$ cat src/rtl/slc_ram.sv
// Generic simple dual-port RAM with a registered read port.
module slc_ram #(
    parameter int WIDTH = 8,
    parameter int DEPTH = 16
) (
    input  logic                                     clk,
    input  logic                                     wr_en,
    input  logic [(DEPTH > 1 ? $clog2(DEPTH) : 1)-1:0] wr_addr,
    input  logic [WIDTH-1:0]                         wr_data,
    input  logic                                     rd_en,
    input  logic [(DEPTH > 1 ? $clog2(DEPTH) : 1)-1:0] rd_addr,
    output logic [WIDTH-1:0]                         rd_data
);

    logic [WIDTH-1:0] mem [DEPTH];

    always_ff @(posedge clk)
    begin
        if (wr_en)
        begin
            mem[wr_addr] <= wr_data;
        end
        if (rd_en)
        begin
            rd_data <= mem[rd_addr];
        end
    end

endmodule

$ cat config.mk
export PLATFORM = sky130hd
export DESIGN_NAME = slc_ram
export DESIGN_NICKNAME = d
export VERILOG_FILES = /design/src/rtl/slc_ram.sv
export SDC_FILE = /design/constraint.sdc
export NUM_CORES = 1
export LEC_CHECK = 0
export BUFFER_PORTS_ARGS = -buffer_cell sky130_fd_sc_hd__buf_2
export CAP_MARGIN = 20
export CORE_ASPECT_RATIO = 1.1
export CORE_UTILIZATION = 54
export CTS_CLUSTER_DIAMETER = 30
export DETAILED_ROUTE_END_ITERATION = 12
export PLACE_DENSITY = 0.74
export SYNTH_ARGS = -nofsm -noshare
export SYNTH_HDL_FRONTEND = slang
export SYNTH_SLANG_ARGS = --single-unit
$ cat constraint.sdc
create_clock -name clk -period 1.9 [get_ports clk]
set_input_delay 0.285 -clock clk [delete_from_list [all_inputs] [get_ports clk]]
set_output_delay 0.285 -clock clk [all_outputs]
set_load 0.01 [all_outputs]
* Word-level counts from Yosys, hierarchy flattened
Memory sizes are Yosys's and may differ from the RTL's. A register that Yosys moved wholly into a read port is not among the register bits.
Cells that the tools add are included.
** Storage, ports and cells
- Register bits after elaboration :: 0
- Input bits :: 19
- Latch bits :: 0
- Memory bits (writable) :: 128
- Word-level logic and storage cells :: 3
- Memories kept :: 1
- Output and inout bits :: 8
- Memory bits (read-only) :: 0
** Memory list
- mem :: words 16, width 8, rd ports 1, clocked after memory_dff 1, wr ports 1, line 15 : logic [WIDTH-1:0] mem [DEPTH];
** Operators by class
- Divide/modulo/power cells :: 0
- Add/subtract/negate cells :: 0
- Muxes and demuxes :: 2
- Eq/ne operators :: 0
- Multiply operators :: 0
- Reduce and logical (&&, ||, !) cells :: 0
- Shift operators :: 0
- $lt $le $gt $ge :: 0
- Bitwise logic cells :: 0
** Operators with widths (number)
- two-way mux 1 bit :: 2

* Logic depth before layout (Yosys ltp)
Gate-level depths: netlist of run 1.
- Depth in word-level cells :: 2
- Mapped depth :: 5
- Gate-level depth less buffers :: 3

* Least setup slack after synthesis of run 1
OpenSTA, ideal clock, no wires.
- Kind :: input -> register
- From :: in wr_addr[2] (netlist name)
- To :: mem mem[0][0] (enable)
- Cell stages on the path :: 2
- Path slack :: 0.122 ns
- Buffers on the path :: 0
- Arrival :: 1.395 ns
- Library setup time :: 0.383 ns
- Required time :: 1.517 ns
- Cell sequence :: or3b_2 -> nor3_1
** RTL lines
- from (decl) :: line 8 : input logic [(DEPTH > 1 ? $clog2(DEPTH) : 1)-1:0] wr_addr,
- to (decl) :: line 15
Straight into the memory's write port.

==> results.cfg, run 1 <==
[sta]
fin_crit_ps = 1517
worst_pin_slew_ps = 409.0
relSlewSlack = 0.7273
fin_worst_skew_ps = 6.285
finalCritPeriodShare = 0.7986
rsz0062_at_grt = false
slew_violations = 0
clock.fmax_mhz = 659.1
hold_violations = 0
hold_ws_ps = 151.0
tns_ps = 0
final-setup-viol-count = 0

[place]
gp_congestion = 0.7367
dp_hpwl_um = 6312
dpl.cell_count = 386
io_buffers = 26

[clocking]
max-clock-path-buffers = 2
cts_resized = 0
ctsHoldBuffers = 0
clkLatencyLatePin_ps = 520
cts-root-buf = clkbuf_8
cts_setup_buffers = 0
cts_sinks = 136
htreeDepth = 4
cts_tree = done
cts_buffers = 17
cts.clk_slew.worst_paths_ps = 60

[logic_synthesis]
synth.avg_cell_area_um2 = 22.83
synth_commonest_cells = edfxtp_1, mux4_2, a22oi_1
synth_area_leaders = edfxtp_1, mux4_2, mux4_1
synth_edf_count = 136
synthArstFlopShare = 0
synth_most_common_cell = edfxtp_1
ys_seq_elements = 136
synth_top_flop_cell = edfxtp_1
yosysTopAreaCellShare = 0.7812
synth_top_cell_by_area = edfxtp_1
syn_area_um2 = 5228
ys_types = 18
synth_nets = 248
syn_inst = 229
yosysSeqAreaShare = 0.7812
yosys_warnings = 0

[critical_path]
worstPathArrival_ps = 1770
path_class = reg2reg
path_max_fanout = 1
crit_path_end_kind = flip-flop
path_buf_inv = 0
crit_slowest_cell = mux4_1
cp_top_family = multiplexers
worstPathRequired_ps = 2150
path_cells = mux4_1 -> a22oi_1 -> nand2_1
slowest_delay_ps = 540
startpoint_type = flip-flop

[global_route]
grt_max_degree = 20
antenna_found_initial = 0
overflow = 0
grt_pass1_wl_um = 15600
grt_pass1_vias = 2633
grt_use_total = 0.2337

[route]
wl_met1_um = 4154
met3_length_um = 713
dr_wl_met2_um = 5298
via_count = 2538
dr.pass1.iters = 4
postRouteAntennaNets = 0
wl_um = 10400
routed.top_layer = met4
drt_iter0_drc = 250
avgRoutedWirePerCell_um = 24.87
avgViaCountPerCell = 6.072
drcViolationCount = 0

[power_and_ir_drop]
total_power_mw = 7.270
cellPowerDensity_nw_per_um2 = 1157
seqPwrFrac = 0.468
ir_drop_uv = 601.2
leakage_nw = 2.154
power.share.clock = 0.487
power.internal_mw = 5.904
pwr-share-comb = 0.045
p_sw_mw = 1.366
switching_share = 0.1879

[final_layout]
num_antenna_cells = 0
fill_cells = 575
drive_gt1_frac = 0.3256
instances_no_fill = 418
fin_nets = 307
syn2layout_area_growth_pct = 20.18

[hold_path]
hold_class = in2reg

[floorplanning]
initial_core_util = 0.5563
die_w_um = 95.81
boundaryPins = 27
die_y_um = 105.2
rows = 37
core_um2 = 9398
die_area_um2 = 10080

[outcome]
status = complete, no violations

[run]
drv_cap = 0
==> layout by cell type, fill, tap and decap left out, drive strengths merged, types with 2 or more instances in the layout <==
master    netlist  final
a22oi          16     16
buf             7     50
bufinv          0      6
clkbuf          0     18
clkinv          0      5
clkinvlp        0      3
edfxtp        136    136
mux4           32     32
nand2           9      9
nand2b          2      2
nand3b          2      2
nor2           13     13
nor3            4      4
==> final cells by class <==
cell class / instances / area [um2] / share of cell area
repair buffers: 50 / 347.8 / 0.05537
clock inverters: 14 / 229.0 / 0.03645
flip-flops and latches: 136 / 4084 / 0.6501
clock buffers: 18 / 417.9 / 0.06652
well taps: 117 / 146.4 / 0.02330
multi-input cells: 83 / 1057 / 0.1683
==> cell families (layout without fill, tap and decap cells) <==
kind of cell    Yosys count  count (layout)  synth area share
compound gates           16              16           0.02298
buf+inv                  10              82           0.01651
simple gates             35              35           0.03136
flops                   136             136            0.7812
mux                      32              32            0.1479
==> power by group through the flow <==
stage	clock, mW	combinational (mW)	sequential [mW]
2_1_floorplan	0	0.171	3.46
3_3_place_gp	0	0.311	3.46
3_5_place_dp	0	0.322	3.46
4_1_cts	3.60	0.328	3.40
5_1_grt	3.72	0.350	3.41
6_report	3.54	0.325	3.40
==> final timing paths <==
check	start	endpoint	slack, ps	cells after the start
setup / recovery	mem[10][3]$_DFFE_PP_	rd_data[3]$_DFFE_PP_	380	3
hold / removal	rd_en	rd_data[5]$_DFFE_PP_	150	1
setup reg to reg	mem[10][3]$_DFFE_PP_	rd_data[3]$_DFFE_PP_	380	3
hold reg to reg	mem[11][1]$_DFFE_PP_	rd_data[1]$_DFFE_PP_	760	3
==> through the flow <==
stage / setup WS [ps] / utilization / instance area, um2
final: 382.7 / 0.6685 / 6282
after global routing: 308.9 / 0.6685 / 6282
after CTS: 377.4 / 0.6685 / 6282
after detailed placement: 86.82 / 0.5997 / 5635
after global placement: 121.3 / 0.5997 / 5635
after floorplan: 122.1 / - / 5228
==> layer usage <==
layer	vias up	global-route usage
met1	1313	0.3193
li1	1101	-
met4	0	0.1279
met5	-	0
met2	110	0.3403
met3	14	0.06769
==> sequential cells by signal, indices dropped and copies added (netlist names) <==
| name | flops |
|---|---|
| mem | 128 |
| rd_data | 8 |
No activity file was read; power rests on OpenSTA's default activity.
==> inputs of run 2 (changes only) <==
--- a/config.mk
+++ b/config.mk
@@ -8,10 +8,10 @@
 export BUFFER_PORTS_ARGS = -buffer_cell sky130_fd_sc_hd__buf_2
 export CAP_MARGIN = 20
 export CORE_ASPECT_RATIO = 1.1
-export CORE_UTILIZATION = 54
+export CORE_UTILIZATION = 60
 export CTS_CLUSTER_DIAMETER = 30
 export DETAILED_ROUTE_END_ITERATION = 12
-export PLACE_DENSITY = 0.74
+export PLACE_DENSITY = 0.78
 export SYNTH_ARGS = -nofsm -noshare
 export SYNTH_HDL_FRONTEND = slang
 export SYNTH_SLANG_ARGS = --single-unit
==> constraint.sdc (replaced) <==
create_clock -name clk -period 1.5 [get_ports clk]
set_input_delay 0.225 -clock clk [delete_from_list [all_inputs] [get_ports clk]]
set_output_delay 0.225 -clock clk [all_outputs]
set_load 0.01 [all_outputs]
==> run 2 against run 1 <==
Effect of this change: critical path depth stayed put; global-route usage is 0.20 points higher; fmax increased by 3.5%; non-clock buffer count is the same; largest power group is now registers.
==> results.cfg, run 2 (synthesis gave the netlist of run 1 again) <==
[outcome]
status = complete, no violations

[critical_path]
reg2reg_from = mem[1][0]$_DFFE_PP_
crit_path_end_kind = flip-flop
worstPathArrival_ps = 1730
reg2reg_depth = 3
worst-r2r-setup-slack_ps = 30
regToRegEndpoint = rd_data[0]$_DFFE_PP_
path_class = reg2reg
startpoint_type = flip-flop
path_max_fanout = 1
worstPathRequired_ps = 1760

[route]
postRouteAntennaNets = 0
avgViaCountPerCell = 6.104
avgRoutedWirePerCell_um = 23.24
drt_iter0_drc = 224
via_count = 2515
dr.pass1.iters = 4
wl_um = 9573
drcViolationCount = 0

[place]
preCtsSetupSlack_ps = -260.2
gp_congestion = 0.7357
dp_hpwl_um = 6128
io_buffers = 26

[floorplanning]
boundaryPins = 27
die_area_um2 = 9090
die_w_um = 91.00
die_y_um = 99.90
rows = 35
initial_core_util = 0.6217
core_um2 = 8408

[power_and_ir_drop]
power.share.clock = 0.447
cellPowerDensity_nw_per_um2 = 1373
leakage_nw = 2.120
p_sw_mw = 1.716
ir_drop_uv = 860.7
switching_share = 0.2013
seqPwrFrac = 0.505
power.internal_mw = 6.809
pwr-share-comb = 0.048

[sta]
hold_violations = 0
clock.fmax_mhz = 682.3
fin_worst_skew_ps = 9.627
final_critical_path_setup_slack_ps = 34.40
final-setup-viol-count = 0
fin_crit_ps = 1466
rsz0062_at_grt = false
slew_violations = 0
finalCritPeriodShare = 0.9771
relSlewSlack = 0.3903
worst_pin_slew_ps = 911.2
hold_ws_ps = 78.88

[global_route]
grt_pass1_wl_um = 14750
grt_pass1_vias = 2606
use_met1 = 0.3125
grt_max_degree = 21
overflow = 0
use_met3 = 0.05227
grt-busiest-layer = met2
antenna_found_initial = 0
grt.met2_usage = 0.3834
grt_use_total = 0.2357

[final_layout]
top_register = mem
fin_util = 0.7382
syn2layout_area_growth_pct = 18.74
fin_nets = 307
num_antenna_cells = 0
mostFrequentLayoutCell = edfxtp_1
largest_register_ff_count = 128
reg.largest.list = mem x128, rd_data x8
drive_gt1_frac = 0.3488
final_cell_mix = edfxtp_1, buf_2, buf_4

[clocking]
cts_tree = done
ctsHoldBuffers = 0
clkLatencyLatePin_ps = 510
cts_buffers = 17
cts.clk_slew.worst_paths_ps = 60
cts-root-buf = clkbuf_8
max-clock-path-buffers = 2
htreeDepth = 4
cts_sinks = 136

[hold_path]
whs_path_depth = 1
worstHoldStart = rd_en
hold_class = in2reg
hold_end = rd_data[2]$_DFFE_PP_

[run]
drv_cap = 0
## run 2: per-layer routing
metal / wire length, um / vias up
met5: 0 / -
met4: 122 / 0
li1: - / 1103
met3: 505 / 14
met2: 5025 / 103
met1: 3920 / 1295
## run 2: through the flow
stage | setup TNS (ps) | power [mW] | instance area [um2] | cells
after floorplan | -2.893 | 4.606 | 5240 | 229
after detailed placement | -1757 | 4.781 | 5620 | 380
after CTS | 0 | 8.565 | 6172 | 412
final | 0 | 8.525 | 6207 | 412
after global placement | -1581 | 4.763 | 5620 | 380
after global routing | 0 | 8.767 | 6207 | 412
## run 2: worst max-delay path, cell delays in order, from the launching register on
cell,delay [ps]
edfxtp_1,390
mux4_1,530
a22oi_2,210
nand2_1,90
## run 2: power groups by stage
stage | Clock [mW] | Sequential (mW) | Combinational [mW]
floorplan | 0 | 4.39 | 0.219
detailed placement | 0 | 4.38 | 0.397
global placement | 0 | 4.38 | 0.385
global route | 4.01 | 4.31 | 0.443
CTS | 3.86 | 4.31 | 0.402
finish | 3.81 | 4.31 | 0.410
## run 2: final cells by class
cell class	count	area, um2
well taps	111	138.9
flip-flops and latches	136	4084
fillers	485	2201
multi-input cells	83	1097
repair buffers	50	335.3
clock buffers	19	421.7
clock inverters	13	130.1
## run 2: repair_timing
| item | 4_1_cts | 5_1_grt |
|---|---|---|
| gates resized for setup | 0 | 7 |
| setup endpoints to repair | 0 | 7 |
| setup buffers | 0 | 0 |
## run 2: worst max-delay path by stage
stage | to | slack [ps] | startpoint
6_report | rd_data[0]$_DFFE_PP_ | 30 | mem[1][0]$_DFFE_PP_
5_1_grt | rd_data[1]$_DFFE_PP_ | 5 | mem[10][1]$_DFFE_PP_
4_1_cts | rd_data[0]$_DFFE_PP_ | 10 | mem[1][0]$_DFFE_PP_
3_5_place_dp | rd_data[4]$_DFFE_PP_ | -260 | rd_addr[0]
3_3_place_gp | rd_data[2]$_DFFE_PP_ | -240 | rd_addr[0]
2_1_floorplan | rd_data[1]$_DFFE_PP_ | -1 | rd_addr[0]
