`config.mk`:
```
export PLATFORM = sky130hd
export DESIGN_NAME = slc_set_update
export DESIGN_NICKNAME = d
export VERILOG_FILES = /design/src/rtl/slc_pkg.sv /design/src/rtl/slc_set_update.sv
export SDC_FILE = /design/constraint.sdc
export NUM_CORES = 1
export LEC_CHECK = 0
export BUFFER_PORTS_ARGS = -buffer_cell sky130_fd_sc_hd__buf_2
export CAP_MARGIN = 20
export CORE_AREA = 5 5 241 243
export DETAILED_ROUTE_END_ITERATION = 12
export DIE_AREA = 0 0 246 248
export MAX_ROUTING_LAYER = met4
export PLACE_DENSITY = 0.55
export SYNTH_ARGS = -nofsm -noshare
export SYNTH_HDL_FRONTEND = slang
export SYNTH_SLANG_ARGS = --single-unit
export TNS_END_PERCENT = 50
```
`constraint.sdc`:
```
create_clock -name vclk -period 53.5
set_input_delay 10.7 -clock vclk [all_inputs]
set_output_delay 10.7 -clock vclk [all_outputs]
set_load 0.02 [all_outputs]
```
`src/rtl/slc_pkg.sv`:
```
// Shared widths, codes and types of the set-associative LRU cache tracker.
package slc_pkg;

    localparam int TAG_W        = 32;
    localparam int AGE_W        = 3;
    localparam int OPCODE_W     = 2;
    localparam int ADDRESS_W    = 32;
    localparam int HIT_CNT_W    = 2;
    localparam int TOTAL_W      = 32;

    localparam int SET_BITS_W   = 4;
    localparam int BLOCK_BITS_W = 5;
    localparam int WAYS_CFG_W   = 4;
    localparam int CFG_INDEX_W  = 2;
    localparam int CFG_DATA_W   = 5;

    localparam logic [OPCODE_W-1:0] OP_LOAD   = 2'd0;
    localparam logic [OPCODE_W-1:0] OP_STORE  = 2'd1;
    localparam logic [OPCODE_W-1:0] OP_MODIFY = 2'd2;
    localparam logic [OPCODE_W-1:0] OP_NONE   = 2'd3;

    localparam logic [CFG_INDEX_W-1:0] CFG_SET_BITS    = 2'd0;
    localparam logic [CFG_INDEX_W-1:0] CFG_BLOCK_BITS  = 2'd1;
    localparam logic [CFG_INDEX_W-1:0] CFG_WAYS_IN_USE = 2'd2;

    localparam logic [SET_BITS_W-1:0]   SET_BITS_RST    = 4'd4;
    localparam logic [BLOCK_BITS_W-1:0] BLOCK_BITS_RST  = 5'd4;
    localparam logic [WAYS_CFG_W-1:0]   WAYS_IN_USE_RST = 4'd1;

    typedef struct packed {
        logic [HIT_CNT_W-1:0] hit_count;
        logic                 missed;
        logic                 evicted;
    } slc_result_t;

endpackage

```
`src/rtl/slc_set_update.sv`:
```
// Lookup, fill and LRU age update of one set row of the tag store.
module slc_set_update #(
    parameter int MAX_WAYS = 8
) (
    input  logic [MAX_WAYS*(1+slc_pkg::AGE_W+slc_pkg::TAG_W)-1:0] row_in,
    input  logic [slc_pkg::TAG_W-1:0]                              tag,
    input  logic [$clog2(MAX_WAYS+1)-1:0]                          ways_eff,
    input  logic [slc_pkg::OPCODE_W-1:0]                           opcode,
    output logic [MAX_WAYS*(1+slc_pkg::AGE_W+slc_pkg::TAG_W)-1:0] row_out,
    output slc_pkg::slc_result_t                                   res
);

    localparam int LINE_W = 1 + slc_pkg::AGE_W + slc_pkg::TAG_W;
    localparam int WAY_W  = (MAX_WAYS > 1) ? $clog2(MAX_WAYS) : 1;
    localparam int WC_W   = $clog2(MAX_WAYS + 1);

    typedef logic [MAX_WAYS-1:0][slc_pkg::AGE_W-1:0] age_vec_t;

    logic [MAX_WAYS-1:0]                    valid_in;
    logic [MAX_WAYS-1:0]                    valid_new;
    logic [MAX_WAYS-1:0][slc_pkg::TAG_W-1:0] tag_in;
    age_vec_t                               age_in;
    age_vec_t                               age_one;
    age_vec_t                               age_two;
    logic [MAX_WAYS-1:0]                    in_use;
    logic [MAX_WAYS-1:0]                    hit_vec;
    logic [MAX_WAYS-1:0]                    free_vec;
    logic                                   hit;
    logic                                   has_free;
    logic [WAY_W-1:0]                       hit_way;
    logic [WAY_W-1:0]                       free_way;
    logic [WAY_W-1:0]                       lru_way;
    logic [WAY_W-1:0]                       way_sel;
    logic [slc_pkg::AGE_W-1:0]              age_top;
    logic                                   active;
    logic                                   modify;

    function automatic age_vec_t touch(
        input age_vec_t                  ages,
        input logic [MAX_WAYS-1:0]       vld,
        input logic [MAX_WAYS-1:0]       used,
        input logic [WAY_W-1:0]          way,
        input logic [slc_pkg::AGE_W-1:0] top
    );
        age_vec_t                  r;
        logic [slc_pkg::AGE_W-1:0] old;
        begin
            r   = ages;
            old = ages[way];
            for (int w = 0; w < MAX_WAYS; w++)
            begin
                if (used[w] && (WAY_W'(w) != way) && vld[w] && (ages[w] > old))
                begin
                    r[w] = ages[w] - 1'b1;
                end
            end
            r[way] = top;
            return r;
        end
    endfunction

    always_comb
    begin
        active  = (opcode != slc_pkg::OP_NONE);
        modify  = (opcode == slc_pkg::OP_MODIFY);
        age_top = slc_pkg::AGE_W'(ways_eff - WC_W'(1));

        for (int w = 0; w < MAX_WAYS; w++)
        begin
            tag_in[w]   = row_in[w*LINE_W +: slc_pkg::TAG_W];
            age_in[w]   = row_in[w*LINE_W + slc_pkg::TAG_W +: slc_pkg::AGE_W];
            valid_in[w] = row_in[w*LINE_W + slc_pkg::TAG_W + slc_pkg::AGE_W];
            in_use[w]   = (w < int'(ways_eff));
            hit_vec[w]  = in_use[w] && valid_in[w] && (tag_in[w] == tag);
            free_vec[w] = in_use[w] && !valid_in[w];
        end

        hit      = 1'b0;
        hit_way  = '0;
        has_free = 1'b0;
        free_way = '0;
        for (int w = MAX_WAYS - 1; w >= 0; w--)
        begin
            if (hit_vec[w])
            begin
                hit     = 1'b1;
                hit_way = WAY_W'(w);
            end
            if (free_vec[w])
            begin
                has_free = 1'b1;
                free_way = WAY_W'(w);
            end
        end

        lru_way = '0;
        for (int w = 1; w < MAX_WAYS; w++)
        begin
            if (in_use[w] && (age_in[w] < age_in[lru_way]))
            begin
                lru_way = WAY_W'(w);
            end
        end

        if (hit)
        begin
            way_sel = hit_way;
        end
        else if (has_free)
        begin
            way_sel = free_way;
        end
        else
        begin
            way_sel = lru_way;
        end

        valid_new          = valid_in;
        valid_new[way_sel] = 1'b1;

        age_one = touch(age_in, valid_new, in_use, way_sel, age_top);
        age_two = modify ? touch(age_one, valid_new, in_use, way_sel, age_top) : age_one;

        for (int w = 0; w < MAX_WAYS; w++)
        begin
            row_out[w*LINE_W +: slc_pkg::TAG_W] =
                (WAY_W'(w) == way_sel) ? tag : tag_in[w];
            row_out[w*LINE_W + slc_pkg::TAG_W +: slc_pkg::AGE_W] = age_two[w];
            row_out[w*LINE_W + slc_pkg::TAG_W + slc_pkg::AGE_W]  = valid_new[w];
        end

        res.hit_count = active ? (slc_pkg::HIT_CNT_W'(hit) + slc_pkg::HIT_CNT_W'(modify)) : '0;
        res.missed    = active && !hit;
        res.evicted   = active && !hit && !has_free;
    end

endmodule

```
# Yosys cells after proc, flatten, opt, wreduce, memory -nomap -nowiden
# Index checks and enable logic that the tools add are counted.
[totals]
regBits = 0
out_inout_bits = 292
word_cells = 249
[op_classes]
addsub = 18
n_lt_le_gt_ge = 39
eq_ne = 24
mux = 89
bitwise_logic = 1
n_reduce_logical = 78
[ops]
columns = ["operator", "count"]
rows = [
  ["$eq A32 B32 Y1", 8],
  ["$mux W32", 8],
  ["$mux W3", 49],
  ["$bmux W3 S3", 8],
  ["$logic_and A1 B1 Y1", 66],
  ["$sub A3 B1 Y3 const B", 17],
  ["$bwmux W24", 2],
  ["$gt A3 B3 Y1", 16],
  ["$lt A3 B4 Y1 const B", 7],
  ["$mux W24", 1],
  ["$lt A3 B3 Y1", 7],
  ["$mux W1", 18],
  ["$lt A3 B4 Y1 const A", 4],
  ["$eq A3 B3 Y1 const A", 4],
  ["$ne A3 B3 Y1 const A", 4],
  ["$logic_not A1 Y1", 10],
  ["$demux W3 S3", 1],
  ["$lt A1 B4 Y1 const A", 2],
  ["$lt A2 B4 Y1 const A", 2],
  ["$or A8 B8 Y8", 1],
  ["$eq A2 B3 Y1 const A", 2],
  ["$ne A2 B3 Y1 const A", 2],
  ["$demux W1 S3", 1],
  ["$eq A1 B3 Y1 const A", 1],
  ["8 further kinds", 8],
]

# Logic depth before layout (Yosys ltp)
[logic_depth]
depth_word = 51
mapped_depth = 86
depth_no_buf = 80

# Worst setup path after synthesis
# OpenSTA, ideal clock, no wires.
[synth_timing]
path_type = "input-to-output"
from = "input port row_in[33] (netlist name)"
to = "output port row_out[33] (netlist name)"
arrival_time_ns = 25.367
path_slack_ns = 17.433
cell_stages = 82
path_cell_list = "buf_2 > inv_1 > ha_1 > or3b_1 > a211oi_4 > nor2_1 > a21oi_1 > ha_1 > a21o_1 > nor2_1 > o21ai_0 > or2_2 > nand2_1 > ha_1 > a2111oi_0 > o211a_1 > nor3_1 > nor2_1 > (+46 left out) > ha_1 > nor2_1 > a32o_1 > a41oi_2 > o311ai_4 > and2_4 > buf_6 > xnor2_1 > o21ai_0 > ha_1 > nor2_1 > nor3_1 > nand3_1 > o41ai_1 > nor3_1 > o211ai_2 > mux2_1 > mux2i_1"
[synth_between]
elab_chain_cells = 51
word_cells_on_any_way = 103
[synth_lines]
columns = ["element", "line_no", "rtl"]
rows = [
  ["start, declared", "slc_set_update.sv:5", "input logic [MAX_WAYS*(1+slc_pkg::AGE_W+slc_pkg::TAG_W)-1:0] row_in,"],
  ["$lt A3 B3 Y1", "slc_set_update.sv:99", "if (in_use[w] && (age_in[w] < age_in[lru_way]))"],
  ["$logic_and A1 B1 Y1", "slc_set_update.sv:99", ""],
  ["$mux W1", "slc_set_update.sv:99", ""],
  ["$bmux W3 S3", "slc_set_update.sv:99", ""],
  ["$mux W3 (implied by the code)", "slc_set_update.sv:99", ""],
  ["$lt A3 B3 Y1", "slc_set_update.sv:99", ""],
  ["$logic_and A1 B1 Y1", "slc_set_update.sv:99", ""],
  ["$mux W3", "slc_set_update.sv:99", ""],
  ["(+35 left out)", "-", ""],
  ["$bwmux W24", "slc_set_update.sv:57", "r[way] = top;"],
  ["$bmux W3 S3", "slc_set_update.sv:49", "old = ages[way];"],
  ["$mux W3 (implied by the code)", "slc_set_update.sv:49", ""],
  ["$gt A3 B3 Y1", "slc_set_update.sv:52", "if (used[w] && (WAY_W'(w) != way) && vld[w] && (ages[w] > old))"],
  ["$logic_and A1 B1 Y1", "slc_set_update.sv:52", ""],
  ["$mux W3", "slc_set_update.sv:52", ""],
  ["$bwmux W24", "slc_set_update.sv:57", ""],
  ["$mux W24 *", "slc_set_update.sv:122", "age_two = modify ? touch(age_one, valid_new, in_use, way_sel, age_top) : age_one;"],
  ["end, declared", "slc_set_update.sv:9", "output logic [MAX_WAYS*(1+slc_pkg::AGE_W+slc_pkg::TAG_W)-1:0] row_out,"],
]
# Mark *: on every way between the ends. The rest lies on a longest branch, timed or not. The select of a mux whose other input is x is not followed.

# Worst setup path after layout
# Ends and elaborated chain as after synthesis.

==> reports/results.txt <==
The worst slew margin relative to its limit came out at 0.218. The area share of the leading cell type in the synthesized netlist was 0.187; the clock buffer count was 0. When the netlist entered floorplanning its net count stood at 2,084. Setup total negative slack on the finished layout was measured at 0 ns. Summed over all layers, the routed wires come to 88,600 um. The logs give 1.01 for the global placement routability congestion and 55,700 um^2 for the core outline area. The share of the yosys chip area belonging to registers came out at 0. The number of antenna violations at the first check in global routing was 27. The type of destination of the critical path is a primary output.

The classification of the worst setup path was input port to primary output. The initial core utilization is 0.210, and the share of final-layout standard cells stronger than drive strength 1 is 0.407. The mapped netlist covers 11,700 um^2. The library cells used most frequently in the layout, excluding fill and tap cells, are sky130_fd_sc_hd__buf_2, sky130_fd_sc_hd__nand2_1, sky130_fd_sc_hd__mux2_2.

Setup violations remaining at the end of the flow were counted as 0. The run finished with clean final reports. Once the clock tree was built, the setup fixing pass inserted 0 buffers. The class of the worst hold path was input port to primary output. The number of vias in the routed layout is 16.2k, and the critical path required time is 42.80 ns.

VDD sags by at most 0.00858 mV. The minimum period implied by the final worst setup slack was 38.36 ns. After detailed routing, the number of remaining DRC violations is 0. The biggest area contributor in the post-synthesis netlist is sky130_fd_sc_hd__mux2_2. The number of hold-repair buffers added at the cts stage is 0. Setup repair after global routing left no endpoint under its margin. The remaining number of nets flagged by the antenna check after routing came out at 0. The final clock period utilization by the worst path was 0.717; the final-report hold violation count was 0. The routed wirelength normalized by instance count was 29.4 um. The nature of the critical path startpoint was an input port. The floorplan row count came out at 87. The all-layer global routing usage is 0.277, and the average vias per placed instance is 5.39. The logs give 2,616 for the final layout net count and 0 for the final number of max-transition violations. There are 0 flip-flops and latches. The die span in x was 246 um; the distinct cell type count after synthesis was 103.

Dividing the synthesized area by the synthesized cell count gives 6.90 um^2. The timing-limited maximum frequency came out at 26.1 MHz. Across all setup checks in the final design, the least slack found is 15.14 ns. The number of global-route vias before repair came out at 15.2k. Once detailed placement completed, the half-perimeter wirelength came to 72,600 um. In this design, the stage delay of the slowest critical-path cell is 0.66 ns. The first-pass GRT wire length is 118,000 um.

Yosys printed 0 warnings. Synthesis produced 1,700 cells. Counting stages on the worst path, the most repeated cell is sky130_fd_sc_hd__nor2_1. Of all nets on the critical path, the largest fanout is 12.

The total overflow reported by the global router is 0. The die area came out at 61,000 um^2. The run gives 0 as the number of gates resized after cts.

The transition time of the tightest slew-check pin came out at 1.16 ns. The multi-input combinational cell area was 11,100 um^2; the number of port buffers was 618. The tools report the data arrival time of the critical path as 27.66 ns. The pre-antenna-repair detailed-routing pass consisted of 5 iterations. In the final layout, flip-flops and latches occupy 0 um^2. In this run, the number of DRC markers left after iteration 0 of detailed routing was 1,552.

The die height came out at 248 um. Ranked by total cell area, the synthesized netlist is headed by sky130_fd_sc_hd__mux2_2, sky130_fd_sc_hd__xor2_1, sky130_fd_sc_hd__nand2_1. Prior to clock tree synthesis, the placed netlist has a worst setup slack of 15.39 ns.

Pin count of the biggest net entering global routing: 48. The cell area power density was 17.8 nW/um^2. The filler cell count in the final layout came out at 6,454. For the leakage dissipation, the log shows 7.13 nW. For the I/O pin count, the log shows 618. The library cell used most frequently in the layout, excluding fill and tap cells, is sky130_fd_sc_hd__buf_2.

The tool flagged a number of max-cap violations equal to 0. The area overhead of the layout relative to synthesis works out to 33.5%. Among all stages on the critical path, the largest delay is contributed by sky130_fd_sc_hd__nor3b_2.
## worst max-delay path: cells and delay by family
family | cells | cell delay (ns)
compound gates | 32 | 6.51
simple gates | 31 | 5.98
xor+xnor | 1 | 0.23
buf+inv | 4 | 0.84
mux | 3 | 0.66
fa+ha+maj | 9 | 2.66
## cell type report
| class | instances | share of cell area |
|---|---|---|
| timing repair buffer | 657 | 0.217 |
| antenna | 29 | 0.00463 |
| multi-input combinational | 1528 | 0.707 |
| tap | 756 | 0.0604 |
| inverter | 45 | 0.0108 |
## kinds of logic after synthesis
group | synth area share
and+or+nand+nor | 0.281
buffers and inverters | 0.0582
muxes | 0.196
xor gates and xnor gates | 0.211
adders and majority gates | 0.0645
AOI/OAI and AO/OA | 0.190
## worst paths after layout
kind / from / to / slack [ns] / cells after the start
worst min-delay path: opcode[0] / res[1] / 21.71 / 3
worst max-delay path: row_in[33] / row_out[33] / 15.14 / 80
## synth_stat cells (6+ instances only)
library cell	count
sky130_fd_sc_hd__nor4_1	73
sky130_fd_sc_hd__xnor2_1	108
sky130_fd_sc_hd__a31oi_1	15
sky130_fd_sc_hd__or2_2	6
sky130_fd_sc_hd__nor2b_1	7
sky130_fd_sc_hd__o211ai_1	15
sky130_fd_sc_hd__a21oi_1	56
sky130_fd_sc_hd__o211a_1	7
sky130_fd_sc_hd__mux2_2	195
sky130_fd_sc_hd__o21ai_0	51
sky130_fd_sc_hd__nand2b_1	10
sky130_fd_sc_hd__xor2_1	174
sky130_fd_sc_hd__ha_1	58
sky130_fd_sc_hd__nand4_1	59
sky130_fd_sc_hd__nand2_1	295
sky130_fd_sc_hd__nand4b_1	7
sky130_fd_sc_hd__and2_1	12
sky130_fd_sc_hd__clkbuf_1	91
sky130_fd_sc_hd__a211o_1	9
sky130_fd_sc_hd__a21o_1	15
sky130_fd_sc_hd__mux2i_1	8
sky130_fd_sc_hd__o22ai_1	9
sky130_fd_sc_hd__o21ai_1	6
sky130_fd_sc_hd__buf_1	27
sky130_fd_sc_hd__nor2_1	106
sky130_fd_sc_hd__nor3_1	26
sky130_fd_sc_hd__and3_1	11
sky130_fd_sc_hd__o21a_1	13
sky130_fd_sc_hd__a211oi_1	12
sky130_fd_sc_hd__nand3_1	29
sky130_fd_sc_hd__inv_1	43
## report_power, final
| group | internal (W) | switching, W |
|---|---|---|
| logic | 0.0000978 | 0.000182 |
| registers | 0 | 0 |
| clock network | 0.0000000000666 | 0 |
## through the flow
stage          hold WS (ns)  power, W  cells  cell area [um^2]  utilization
6_report              21.71  0.000280   3015             15700        0.281
2_1_floorplan         21.53  0.000180   1700             11700            -
4_1_cts               21.71  0.000276   2985             15600        0.279
3_3_place_gp          21.70  0.000276   2985             15600        0.279
5_1_grt               21.71  0.000299   3009             15600        0.281
3_5_place_dp          21.71  0.000275   2985             15600        0.279
## per-layer routing
metal	vias up	wire length, um	GRT usage
met4	0	4430	0.101
met1	7786	35100	0.344
met3	177	8690	0.0629
met5	-	0	-
li1	7242	-	-
met2	1032	40300	0.443
Power figures use the tool's default switching activity.
